**src/sv/nps_pkg.sv**
```systemverilog
package nps_pkg;

  localparam int unsigned A_W    = 34;
  localparam int unsigned B_W    = 32;
  localparam int unsigned PROD_W = A_W + B_W;
  localparam int unsigned NUM_W  = 67;
  localparam int unsigned DEN_W  = 68;

  localparam logic [31:0] COUNT_LIMIT   = 32'h7FFF_FFFF;
  localparam logic [31:0] DEFAULT_VOCAB = 32'd256;

  localparam logic [1:0] KIND_ADD_ONE     = 2'd0;
  localparam logic [1:0] KIND_WITTEN_BELL = 2'd1;
  localparam logic [1:0] KIND_GOOD_TURING = 2'd2;
  localparam logic [1:0] KIND_KNESER_NEY  = 2'd3;

  localparam logic [1:0] REG_KIND  = 2'd0;
  localparam logic [1:0] REG_VOCAB = 2'd1;

  // num = a1*b1 + add, den = (a2*b2) << (sh ? 2 : 0)
  typedef struct packed {
    logic [A_W-1:0] a1;
    logic [B_W-1:0] b1;
    logic [A_W-1:0] add;
    logic [A_W-1:0] a2;
    logic [B_W-1:0] b2;
    logic           sh;
  } ops_t;

  typedef struct packed {
    logic [PROD_W-1:0] p1;
    logic [A_W-1:0]    add;
    logic [PROD_W-1:0] p2;
    logic              sh;
  } prod_t;

endpackage

```
**src/sv/nps_div_stage.sv**
```systemverilog
module nps_div_stage import nps_pkg::*; #(
  parameter int unsigned Q_W = 40,
  parameter int unsigned BIT = 0
) (
  input  logic             clk,
  input  logic             rst,
  input  logic             en,
  input  logic             in_vld,
  input  logic [DEN_W-1:0] in_rem,
  input  logic [DEN_W-1:0] in_den,
  input  logic [Q_W-1:0]   in_q,
  input  logic [7:0]       in_num_lo,
  input  logic             in_sat,
  input  logic             bit_in,
  output logic             out_vld,
  output logic [DEN_W-1:0] out_rem,
  output logic [DEN_W-1:0] out_den,
  output logic [Q_W-1:0]   out_q,
  output logic [7:0]       out_num_lo,
  output logic             out_sat
);

  logic [DEN_W:0] trial, diff;
  logic           take;
  logic [Q_W-1:0] q_next;

  always_comb begin
    trial  = {in_rem, bit_in};
    take   = trial >= {1'b0, in_den};
    diff   = trial - {1'b0, in_den};
    q_next = in_q;
    q_next[BIT] = take;
  end

  always_ff @(posedge clk) begin
    if (rst) out_vld <= 1'b0;
    else if (en) out_vld <= in_vld;
  end

  always_ff @(posedge clk) begin
    if (en) begin
      out_rem      <= take ? diff[DEN_W-1:0] : trial[DEN_W-1:0];
      out_den      <= in_den;
      out_q        <= q_next;
      out_num_lo   <= in_num_lo;
      out_sat      <= in_sat;
    end
  end

endmodule

```
**config.mk**
```make
export PLATFORM = sky130hd
export DESIGN_NAME = nps_div_stage
export DESIGN_NICKNAME = d
export VERILOG_FILES = /design/src/sv/nps_pkg.sv /design/src/sv/nps_div_stage.sv
export SDC_FILE = /design/constraint.sdc
export NUM_CORES = 1
export LEC_CHECK = 0
export ABC_CLOCK_PERIOD_IN_PS = 4900
export BUFFER_PORTS_ARGS = -buffer_cell sky130_fd_sc_hd__buf_2
export CORE_MARGIN = 2
export CORE_UTILIZATION = 35
export CTS_CLUSTER_SIZE = 24
export DETAILED_ROUTE_END_ITERATION = 10
export GPL_ROUTABILITY_DRIVEN = 0
export MAX_ROUTING_LAYER = met4
export PLACE_DENSITY = 0.67
export SYNTH_ARGS = -nofsm -noshare
export SYNTH_HDL_FRONTEND = slang
export SYNTH_SLANG_ARGS = --single-unit
```
**constraint.sdc**
```tcl
create_clock -name clk -period 4.9 [get_ports clk]
set_clock_uncertainty 0.05 [all_clocks]
set_input_delay 0 -clock clk [delete_from_list [all_inputs] [get_ports clk]]
set_output_delay 0 -clock clk [all_outputs]
set_load 0.01 [all_outputs]
```
==> key figures, run 1 <==
Synthesis
  • Sequential share of the synthesized area: between 50 and 60%
  • Synth async-reset ratio: 0%
  • Number of different library cells in the post-synthesis netlist: 66
  • Most area-consuming cells after synthesis: sky130_fd_sc_hd__edfxtp_1, sky130_fd_sc_hd__ha_1, sky130_fd_sc_hd__o21ai_0
  • Cell count after synthesis: ~1,000
  • Total of warnings raised by yosys: 0
  • Fraction of synthesized area in multiplexers: less than 1%
  • Post-Syn Area: between 10,000 and 15,000 sq um
  • Combinational family with the most area after synthesis: compound AO/OA/AOI/OAI gates
  • Post-Syn Nets: ~1,300
  • Fraction of post-synthesis cell area in the top cell type by area: 51.5%
  • Count of state elements after synthesis: between 150 and 200
  • Number of synthesized flops with an enable pin: roughly 190
  • Cell accounting for the most synthesized area: sky130_fd_sc_hd__edfxtp_1
  • Area share of fa/ha/maj cells after synthesis: 8.07%
  • Simple-gate share of the synthesized area: about an eighth
  • Cell with the most instances after synthesis: sky130_fd_sc_hd__edfxtp_1
  • Xor and xnor fraction of the mapped netlist area: about 4.4%
  • Most numerous cell types in the synthesized netlist: sky130_fd_sc_hd__edfxtp_1, sky130_fd_sc_hd__nand2_1, sky130_fd_sc_hd__inv_1, sky130_fd_sc_hd__o21ai_0, sky130_fd_sc_hd__a21oi_1
  • Most used flip-flop cell after synthesis: sky130_fd_sc_hd__edfxtp_1
  • Fraction of the mapped netlist area in compound gates: between 10% and 20%
  • Avg Cell Area, Syn: around 10 sq um

CTS
  • Cts-stage hold buffer count: 186
  • Buffers from clock root to sink, at most: 2
  • Post-cts resize count: 0
  • TritonCTS clock tree: built
  • TritonCTS sink count: 186
  • Post-CTS setup repair buffer count: 0
  • Number of buffers created by CTS: 17
  • Number of H-tree branching levels: 4
  • Latest clock arrival within the worst-skew pair: 0.45 ns
  • Clock transition at path regs: 0.08 ns
  • Root Buffer Master: sky130_fd_sc_hd__clkbuf_16

Setup path
  • Setup Crit Path Kind: input pin to flip-flop
  • Biggest fanout along the worst timing path: between 70 and 80
  • Cells along the critical path: dlygate4sd3_1 > buf_2 > inv_1 > ha_1 > a211o_1 > o31a_1 > o2111ai_2 > nand2_2 > a211oi_4 > a21oi_2 > a31oi_4 > buf_4 > nor3b_1 > a21o_1
  • Category of the worst setup path capture point: flip-flop
  • Worst path arrival time: between 4 and 5 ns
  • Worst EP required: just over 5 ns
  • Worst path max stage delay: about 0.57 ns
  • Slowest cell on the critical path: sky130_fd_sc_hd__dlygate4sd3_1
  • Element type at the critical path start: input pin

Floorplanning
  • Number of placement rows: 64
  • Die Y-Extent: between 150 and 200 microns
  • Initial Util: around 35%
  • Ports: approximately 380
  • Die Area: approximately 32,000 sq um
  • Placeable core area: a little over 30,000 sq um
  • Chip Width: about 180 microns

Run status
  • Run status: complete, no violations

Timing
  • Final setup vio count: 0
  • Setup TNS: 0 ns
  • Period minus WS final: 3.87 ns
  • Hold Violations, Final: 0
  • Actual slew at the worst max-slew pin: a little over 0.9 ns
  • Post-route clock period utilization: between 70% and 80%
  • Unrepaired setup endpoints after global routing: no
  • Slew headroom: around 39%
  • Final Max Tran Viols: 0
  • Maximum operating frequency: approximately 260 MHz

Layout
  • Share of cells above drive strength 1: approximately a quarter
  • Count of filler cells inserted in the layout: between 2,000 and 3,000
  • Area added between synthesis and finish: 43.0%
  • Number of nets in the layout: around 1,800
  • Share of the core filled with cells in the final layout: between 50% and 60%

Detailed routing
  • Vias after detailed routing: ~10,000
  • Number of DRC violations after detailed-routing iteration 0: between 800 and 900
  • Average wire length per cell after detail routing: around 17 microns
  • Mean number of vias per cell: about 5.1
  • Total iterations of the first detailed-routing run: 8
  • Post-route antenna net violation count: 0
  • Routed wire length: around 35,000 microns
  • DRC viols: 0

Global routing
  • Residual overflow from global routing: 0
  • All-layer global routing usage: between 20% and 30%
  • Largest net degree at the start of global routing: 100
  • First-pass GRT wire length: 53,600 microns
  • Vias in the first global route: about 10,000
  • Number of antenna violations at the first check in global routing: 3

Run
  • Reported max-cap violation count: 0

Pwr
  • Worst IR Drop VDD: between 0.0002 and 0.00025 V
  • Leakage power summed over all cells: between 6 and 7 nW
  • Pwr/cell area: around 300 nW/um^2

Place
  • Number of I/O port buffers: ~370
  • HPWL reported at the end of detailed placement: about 25,000 microns

Hold path
  • Kind of path behind the tightest hold check: input pin to flip-flop
## cells in the final DEF (no fill, tap or decap), drive strengths merged, types with 23 or more instances in the layout
cell type,n
a21oi,96
buf,377
dlygate4sd3,186
edfxtp,185
ha,68
inv,103
nand2,124
nand4,24
nor2,43
o21ai,104
xnor2,31
xor2,23
## final timing paths
path / from / to / slack, ns / cells after the start
hold / removal: en / out_den[43]$_DFFE_PP_ / 0.14 / 1
setup / recovery: in_den[6] / out_rem[38]$_DFFE_PP_ / 1.03 / 14
setup reg to reg: out_vld$_SDFFE_PP0P_ / out_vld$_SDFFE_PP0P_ / 3.72 / 3
hold reg to reg: out_vld$_SDFFE_PP0P_ / out_vld$_SDFFE_PP0P_ / 0.99 / 3
## where the power goes
group	switching, mW	total (mW)	internal, mW
Sequential	0.0453	2.01	1.96
Clock	0.658	1.36	0.703
Combinational	0.698	1.23	0.527
## registers in the layout, summed over array words and instances, names as in the netlist
name        flops
out_num_lo      8
out_den        68
out_q          40
out_sat         1
out_vld         1
out_rem        68
## area by class of cell
class | instances | area, sq um | area share [%]
sequential | 186 | 5580 | 36.1
multi-input combinational | 723 | 4660 | 30.2
timing repair buffer | 564 | 3780 | 24.5
tap | 396 | 495 | 3.21
clock buffer | 18 | 429 | 2.78
inverter | 98 | 368 | 2.38
clock inverter | 13 | 118 | 0.762
antenna | 3 | 7.51 | 0.0486
## routing by layer
layer | share of wire, % | track usage [%]
met5 | 0 | -
met3 | 6.3 | 4.64
met2 | 48 | 35.4
met1 | 42 | 26.2
met4 | 3.1 | 8.00
## worst max-delay path: cells and delay by family
family,cells,cell delay (ns)
simple gates,2,0.31
fa+ha+maj,1,0.37
buf+inv,4,1.32
compound gates,7,1.97
## through the flow
stage | total power [mW] | std cells | cell area, sq um | hold WS [ns] | setup WS [ns]
2_1_floorplan | 2.69 | 1046 | 10800 | 0.0224 | 2.10
3_3_place_gp | 3.12 | 1781 | 13000 | 0.110 | 1.28
3_5_place_dp | 3.13 | 1781 | 13000 | 0.114 | 1.20
4_1_cts | 4.62 | 1998 | 15400 | 0.178 | 1.11
5_1_grt | 4.80 | 2001 | 15400 | 0.189 | 0.825
6_report | 4.59 | 2001 | 15400 | 0.141 | 1.03
## cells by family after synthesis
logic type / after synthesis
AOI/OAI and AO/OA: 318
and+or+nand+nor: 278
DFF: 186
buffers and inverters: 137
adders and majority gates: 69
xor gates and xnor gates: 54
muxes: 4
(Power assumes the default switching activity.)
==> run 2: changes to the inputs <==
--- a/config.mk
+++ b/config.mk
@@ -5,7 +5,8 @@
 export SDC_FILE = /design/constraint.sdc
 export NUM_CORES = 1
 export LEC_CHECK = 0
-export ABC_CLOCK_PERIOD_IN_PS = 4900
+export ABC_AREA = 1
+export ABC_CLOCK_PERIOD_IN_PS = 3800
 export BUFFER_PORTS_ARGS = -buffer_cell sky130_fd_sc_hd__buf_2
 export CORE_MARGIN = 2
 export CORE_UTILIZATION = 35
@@ -13,7 +14,7 @@
 export DETAILED_ROUTE_END_ITERATION = 10
 export GPL_ROUTABILITY_DRIVEN = 0
 export MAX_ROUTING_LAYER = met4
-export PLACE_DENSITY = 0.67
+export PLACE_DENSITY = 0.66
 export SYNTH_ARGS = -nofsm -noshare
 export SYNTH_HDL_FRONTEND = slang
 export SYNTH_SLANG_ARGS = --single-unit
==> constraint.sdc (replaced) <==
create_clock -name clk -period 3.8 [get_ports clk]
set_clock_uncertainty 0.05 [all_clocks]
set_input_delay 0 -clock clk [delete_from_list [all_inputs] [get_ports clk]]
set_output_delay 0 -clock clk [all_outputs]
set_load 0.01 [all_outputs]
==> key figures, run 2 <==
Run status
  • Run status: complete, no violations

CTS
  • Root Buffer Master: sky130_fd_sc_hd__clkbuf_16
  • Buffers from clock root to sink, at most: 2 (unchanged)
  • TritonCTS sink count: 186 (unchanged)
  • Post-cts resize count: 0 (unchanged)
  • Number of buffers created by CTS: 17 (unchanged)
  • Post-CTS setup repair buffer count: 0 (unchanged)
  • Latest clock arrival within the worst-skew pair: 0.46 ns (about the same)
  • Number of H-tree branching levels: 4 (unchanged)
  • TritonCTS clock tree: built
  • Clock transition at path regs: 0.08 ns (about the same)

Setup path
  • Cell with the most instances on the worst path: sky130_fd_sc_hd__nand2_1
  • Element type at the critical path start: input pin
  • Setup Crit Path Kind: input pin to flip-flop
  • Worst path max stage delay: 0.57 ns (about the same)
  • Biggest fanout along the worst timing path: 51 (-32%)
  • Slowest cell on the critical path: sky130_fd_sc_hd__dlygate4sd3_1
  • Worst path arrival time: 3.53 ns (-0.50 ns)
  • Category of the worst setup path capture point: flip-flop
  • Cells along the critical path: dlygate4sd3_1 > buf_2 > ha_1 > nand2_1 > nor2_1 > nand2_1 > nor2_1 > nand2_1 > o21ai_1 > nor2_1 > nand2_4 > buf_4 > nand3_1 > nand2_1
  • Worst EP required: 4.08 ns (-0.98 ns)

Global routing
  • Vias in the first global route: 12,587 (+23%)
  • Residual overflow from global routing: 0 (unchanged)
  • Largest net degree at the start of global routing: 109 (+9.0%)
  • First-pass GRT wire length: 66,300 microns (+24%)
  • Number of antenna violations at the first check in global routing: 1 (-2)
  • All-layer global routing usage: 23.3% (+1.7 points)

Synthesis
  • Number of different library cells in the post-synthesis netlist: 31 (-53%)
  • Post-Syn Area: 12,600 sq um (+17%)
  • Avg Cell Area, Syn: 7.36 sq um (-29%)
  • Fraction of post-synthesis cell area in the top cell type by area: 44.2% (-7.3 points)
  • Cell accounting for the most synthesized area: sky130_fd_sc_hd__edfxtp_1
  • Number of synthesized flops with an enable pin: 185 (unchanged)
  • Cell count after synthesis: 1,709 (+63%)
  • Count of state elements after synthesis: 186 (unchanged)
  • Most used flip-flop cell after synthesis: sky130_fd_sc_hd__edfxtp_1
  • Total of warnings raised by yosys: 0 (unchanged)
  • Sequential share of the synthesized area: 44.3% (-7.3 points)
  • Most area-consuming cells after synthesis: sky130_fd_sc_hd__edfxtp_1, sky130_fd_sc_hd__nand2_1, sky130_fd_sc_hd__inv_1
  • Cell with the most instances after synthesis: sky130_fd_sc_hd__nand2_1
  • Synth async-reset ratio: 0% (unchanged)
  • Post-Syn Nets: 1,968 (+51%)
  • Most numerous cell types in the synthesized netlist: sky130_fd_sc_hd__nand2_1, sky130_fd_sc_hd__inv_1, sky130_fd_sc_hd__edfxtp_1

Timing
  • Final Max Tran Viols: 0 (unchanged)
  • Post-route clock period utilization: a little under nine tenths
  • Post-layout worst setup margin: 0.546 ns (-0.484 ns)
  • Final setup vio count: 0 (unchanged)
  • Setup TNS: 0 ns (unchanged)
  • Unrepaired setup endpoints after global routing: no
  • Slew headroom: 39.5% (+0.59 points)
  • Actual slew at the worst max-slew pin: 0.907 ns (+0.000680 ns)
  • Hold Violations, Final: 0 (unchanged)
  • Period minus WS final: 3.25 ns
  • Maximum operating frequency: slightly above 300 MHz

Layout
  • Area added between synthesis and finish: 38.8%
  • Leading cell types in the layout, fill and taps excluded: sky130_fd_sc_hd__nand2_1, sky130_fd_sc_hd__buf_2, sky130_fd_sc_hd__inv_1
  • Design Area, Final: 17,500 sq um (+13%)
  • Number of nets in the layout: 2,540 (+37%)
  • Final instance count without filler cells: 2,756 (+38%)
  • Registers with the highest flip-flop counts: out_den (68), out_rem (68), out_q (40)
  • Share of cells above drive strength 1: 18.8% (-7.4 points)
  • Most common library cell in the layout ignoring fill and taps: sky130_fd_sc_hd__nand2_1

Floorplanning
  • Chip Width: 194 microns (+7.8%)
  • Die Y-Extent: 194 microns (+7.8%)
  • Placeable core area: 35,500 sq um (+16%)
  • Ports: 376 (unchanged)
  • Die Area: 37,500 sq um (+16%)
  • Initial Util: 35.5% (+0.080 points)
  • Number of placement rows: 69 (+7.8%)

Detailed routing
  • Post-route antenna net violation count: 0 (unchanged)
  • Total iterations of the first detailed-routing run: 7 (-1)
  • Mean number of vias per cell: 4.62 (-9.1%)
  • Vias after detailed routing: 12,726 (+25%)
  • Routed wire length: 42,900 microns (+24%)
  • Number of DRC violations after detailed-routing iteration 0: 949 (+15%)
  • Average wire length per cell after detail routing: 15.6 microns (-9.9%)
  • DRC viols: 0 (unchanged)

Place
  • Number of I/O port buffers: 374 (unchanged)
  • Post-detailed-placement cell area: 15,000 sq um (+15%)
  • Cell total after placement: 2,537 (+42%)
  • Placement Setup Slack: 0.706 ns (-0.498 ns)
  • HPWL reported at the end of detailed placement: 33,800 microns (+34%)

Run
  • Reported max-cap violation count: 0 (unchanged)

Hold path
  • Kind of path behind the tightest hold check: input pin to flip-flop

Pwr
  • Worst IR Drop VDD: 0.000336 V (+56%)
  • Pwr/cell area: 354 nW/um^2 (+19%)
  • Leakage power summed over all cells: 9.12 nW (+36%)
==> run 2: cell count changes in the layout (fill, tap and decap cells not counted), moves of 14 or more <==
cell	before	now
sky130_fd_sc_hd__a21o_1	20	1
sky130_fd_sc_hd__a21oi_1	95	75
sky130_fd_sc_hd__inv_1	97	331
sky130_fd_sc_hd__nand2_1	123	682
sky130_fd_sc_hd__nand3_1	19	78
sky130_fd_sc_hd__nand4_1	24	10
sky130_fd_sc_hd__nor2_1	43	132
sky130_fd_sc_hd__o21ai_0	97	34
sky130_fd_sc_hd__xnor2_1	31	2
==> run 2: metal layers <==
layer | up-vias | track usage, % | routed length [microns] | part of all wire (%)
met1 | 5590 | 29.0 | 18700 | 43
met2 | 564 | 37.2 | 19500 | 45
li1 | 6481 | - | - | -
met4 | 0 | 9.98 | 1580 | 3.7
met5 | - | - | 0 | 0
met3 | 91 | 4.34 | 3190 | 7.4
==> run 2: worst max-delay path, delay by kind of cell <==
kind,cells,cell delay [ns]
and+or+nand+nor,9,1.70
buffers and inverters,3,1.24
adders and majority gates,1,0.35
AOI/OAI and AO/OA,1,0.15
==> run 2: stage by stage <==
| step | hold slack (ns) | total power [mW] | utilization (%) |
|---|---|---|---|
| CTS | 0.170 | 6.23 | 49.2 |
| detailed placement | 0.111 | 4.27 | 42.3 |
| finish | 0.197 | 6.18 | 49.2 |
| global route | 0.184 | 6.52 | 49.2 |
| global placement | 0.107 | 4.25 | 42.3 |
| floorplan | 0.0224 | 3.59 | - |
==> run 2: cells by family after synthesis <==
group | share of synthesized area, %
AO/OA/AOI/OAI | 5.05
XOR/XNOR | 2.44
flip-flops | 44.3
buffers and inverters | 10.9
multiplexers | 0.0796
adder cells (fa/ha/maj) | 6.92
AND/OR/NAND/NOR | 30.3
==> run 2: layout make-up <==
type                    instances  area, sq um
diodes                          1         2.50
clock buffers                  17          425
clock inverters                15          155
fillers                      3448        18000
inverters                     337         1260
multi-input cells            1172         5640
flip-flops and latches        186         5580
well taps                     461          577
repair buffers                567         3820
==> run 2: path summary, 6_finish.rpt <==
check,slack (ns),endpoint,cells after the start,startpoint
max reg2reg,2.61,out_vld$_SDFFE_PP0P_,3,out_vld$_SDFFE_PP0P_
max,0.55,out_rem[51]$_DFFE_PP_,14,in_rem[31]
min reg2reg,1.00,out_vld$_SDFFE_PP0P_,3,out_vld$_SDFFE_PP0P_
min,0.20,out_num_lo[2]$_DFFE_PP_,2,in_num_lo[2]
==> run 2: power by group <==
group | switching (mW) | internal (mW)
clock | 0.918 | 0.878
combinational | 1.11 | 0.700
sequential | 0.0542 | 2.52
total | 2.08 | 4.10
==> run 2: repair_timing <==
action	CTS	global route
hold buffers	186	0
endpoints found under the hold margin	185	0
setup endpoints to repair	0	0
==> run 3: changes to the inputs <==
--- a/config.mk
+++ b/config.mk
@@ -7,14 +7,14 @@
 export LEC_CHECK = 0
 export ABC_AREA = 1
 export ABC_CLOCK_PERIOD_IN_PS = 3800
-export BUFFER_PORTS_ARGS = -buffer_cell sky130_fd_sc_hd__buf_2
 export CORE_MARGIN = 2
 export CORE_UTILIZATION = 35
 export CTS_CLUSTER_SIZE = 24
 export DETAILED_ROUTE_END_ITERATION = 10
+export DONT_BUFFER_PORTS = 1
 export GPL_ROUTABILITY_DRIVEN = 0
 export MAX_ROUTING_LAYER = met4
-export PLACE_DENSITY = 0.66
+export PLACE_DENSITY = 0.57
 export SYNTH_ARGS = -nofsm -noshare
 export SYNTH_HDL_FRONTEND = slang
 export SYNTH_SLANG_ARGS = --single-unit
==> key figures, run 3 (synthesized netlist as in run 2, its figures left out) <==
Setup path
  • Cell with the most instances on the worst path: sky130_fd_sc_hd__nand2_1
  • Worst path max stage delay: 0.62 ns (+0.05 ns)
  • Cell family with the largest share of critical-path delay: simple AND/OR/NAND/NOR gates
  • Critical path buffers and inverters: 2 (-1)
  • Biggest fanout along the worst timing path: 71 (+39%)
  • Element type at the critical path start: input pin
  • Worst EP required: 4.06 ns (-0.02 ns)
  • Category of the worst setup path capture point: flip-flop
  • Cells along the critical path: dlygate4sd3_1 > ha_1 > nand2_1 > nor2_1 > nand2_1 > nor2_1 > nand2_1 > o21ai_1 > nor2_1 > nand2_4 > buf_4 > nand3_1 > nand2_1
  • Slowest cell on the critical path: sky130_fd_sc_hd__buf_4
  • Setup Crit Path Kind: input pin to flip-flop
  • Worst path arrival time: 3.33 ns (-0.20 ns)

Floorplanning
  • Die Area: 37,500 sq um (unchanged)
  • Chip Width: 194 microns (unchanged)
  • Placeable core area: 35,500 sq um (unchanged)
  • Initial Util: 35.5% (unchanged)
  • Die Y-Extent: 194 microns (unchanged)
  • Ports: 376 (unchanged)
  • Number of placement rows: 69 (unchanged)

Global routing
  • Largest net degree at the start of global routing: 187 (+72%)
  • Residual overflow from global routing: 0 (unchanged)
  • First-pass GRT wire length: 63,900 microns (-3.6%)
  • All-layer global routing usage: 23.0% (-0.33 points)
  • Number of antenna violations at the first check in global routing: 0 (-1)
  • Vias in the first global route: 11,141 (-11%)

Detailed routing
  • Mean number of vias per cell: 4.74 (+2.7%)
  • Post-route antenna net violation count: 0 (unchanged)
  • Total iterations of the first detailed-routing run: 5 (-2)
  • Average wire length per cell after detail routing: 17.8 microns (+15%)
  • Routed wire length: 42,400 microns (-1.2%)
  • DRC viols: 0 (unchanged)
  • Number of DRC violations after detailed-routing iteration 0: 833 (-12%)
  • Vias after detailed routing: 11,272 (-11%)

CTS
  • TritonCTS clock tree: built
  • Buffers from clock root to sink, at most: 2 (unchanged)
  • Post-CTS setup repair buffer count: 0 (unchanged)
  • Number of buffers created by CTS: 17 (unchanged)
  • Root Buffer Master: sky130_fd_sc_hd__clkbuf_16
  • Clock transition at path regs: 0.08 ns (about the same)
  • Post-cts resize count: 0 (unchanged)
  • TritonCTS sink count: 186 (unchanged)
  • Cts-stage hold buffer count: 186 (unchanged)
  • Latest clock arrival within the worst-skew pair: 0.44 ns (-0.02 ns)
  • Number of H-tree branching levels: 4 (unchanged)

Timing
  • Maximum operating frequency: 326 MHz (+6.2%)
  • Unrepaired setup endpoints after global routing: no
  • Final setup vio count: 0 (unchanged)
  • Worst Hold Slack: -0.381 ns (-0.578 ns)
  • Post-route clock period utilization: 80.7% (-5.0 points)
  • Setup TNS: 0 ns (unchanged)
  • Final Max Tran Viols: 0 (unchanged)
  • Slew headroom: 45.3% (+5.8 points)
  • Period minus WS final: 3.06 ns (-0.189 ns)
  • Actual slew at the worst max-slew pin: 0.821 ns (-0.0865 ns)
  • Hold Violations, Final: 89 (+89)

Pwr
  • Pwr/cell area: 388 nW/um^2 (+9.5%)
  • Worst IR Drop VDD: 0.000336 V (about the same)
  • Leakage power summed over all cells: 7.67 nW (-16%)
  • Power Total: 6.06 mW (-2.1%)

Run
  • Reported max-cap violation count: 0 (unchanged)

Run status
  • Violated checks: negative hold slack
  • Run status: complete, but fails checks

Layout
  • Count of filler cells inserted in the layout: 3,674 (+6.6%)
  • Design Area, Final: 15,600 sq um (-11%)
  • Area added between synthesis and finish: 24.1%
  • Sequential cell area in the final layout: 5580 sq um (unchanged)
  • Share of cells above drive strength 1: 2.87% (-16 points)
  • Most common library cell in the layout ignoring fill and taps: sky130_fd_sc_hd__nand2_1
  • Total area of multi-input combinational cells: 5640 sq um (unchanged)
  • Registers with the highest flip-flop counts: out_den (68), out_rem (68), out_q (40)
  • Number of nets in the layout: 2,163 (-15%)
  • Number of diodes added for antenna fixing: 0 (-1)
  • Leading cell types in the layout, fill and taps excluded: sky130_fd_sc_hd__nand2_1, sky130_fd_sc_hd__inv_1, sky130_fd_sc_hd__dlygate4sd3_1

Place
  • HPWL reported at the end of detailed placement: 32,800 microns (-3.2%)
  • Post-detailed-placement cell area: 13,100 sq um (-13%)
  • Number of I/O port buffers: 0 (-100%)

Hold path
  • Kind of path behind the tightest hold check: input pin to flip-flop
## run 3: changes by cell type in the layout (fill, tap and decap cells not counted), moves of 4 or more
cell                        previous run  this run
sky130_fd_sc_hd__bufinv_16             0         4
sky130_fd_sc_hd__inv_8                 6         2
sky130_fd_sc_hd__inv_6                 1         6
sky130_fd_sc_hd__buf_2               373         0
## run 3: area by class of cell
cell class                 count  area share [%]
clock buffer                  17            2.73
clock inverter                15            1.44
inverter                     337            8.10
multi-input combinational   1172            36.1
sequential                   186            35.7
tap                          461            3.69
timing repair buffer         190            12.2
## run 3: path summary, 6_finish.rpt
kind | cells past startpoint | slack [ns] | start | end
min | 0 | -0.38 | en | out_den[6]$_DFFE_PP_
min reg2reg | 3 | 1.08 | out_vld$_SDFFE_PP0P_ | out_vld$_SDFFE_PP0P_
max | 13 | 0.74 | in_rem[32] | out_rem[39]$_DFFE_PP_
max reg2reg | 3 | 2.55 | out_vld$_SDFFE_PP0P_ | out_vld$_SDFFE_PP0P_
## run 3: power by group
group	internal [mW]	switching [mW]	leakage [nW]	total, mW
combinational	0.496	0.816	5.53	1.31
clock	1.13	0.861	0.320	1.99
sequential	2.54	0.213	1.82	2.75
## run 3: through the flow
step           setup WS (ns)  hold slack (ns)  util [%]  instances
6_report               0.735           -0.381      44.0       2378
5_1_grt                0.609           -0.400      44.0       2378
4_1_cts                0.752           -0.397      44.0       2378
3_5_place_dp           0.840           0.0262      36.9       2160
3_3_place_gp           0.871           0.0240      36.9       2160
2_1_floorplan           1.80           0.0224         -       1709
## run 3: per-layer routing
metal	part of all wire (%)	up-vias	global-route usage, %	wire length, microns
met3	7.6	51	4.53	3240
li1	-	5734	-	-
met5	0	-	-	0
met4	2.4	0	7.35	1010
met2	46	480	37.0	19500
met1	44	5007	29.2	18600
## run 3: worst register-to-register path, delay by kind of cell, from the launching register on
| family | cells | cell delay (ns) |
|---|---|---|
| buffers and inverters | 1 | 0.55 |
| DFF | 1 | 0.34 |
| muxes | 1 | 0.14 |
| and+or+nand+nor | 1 | 0.05 |
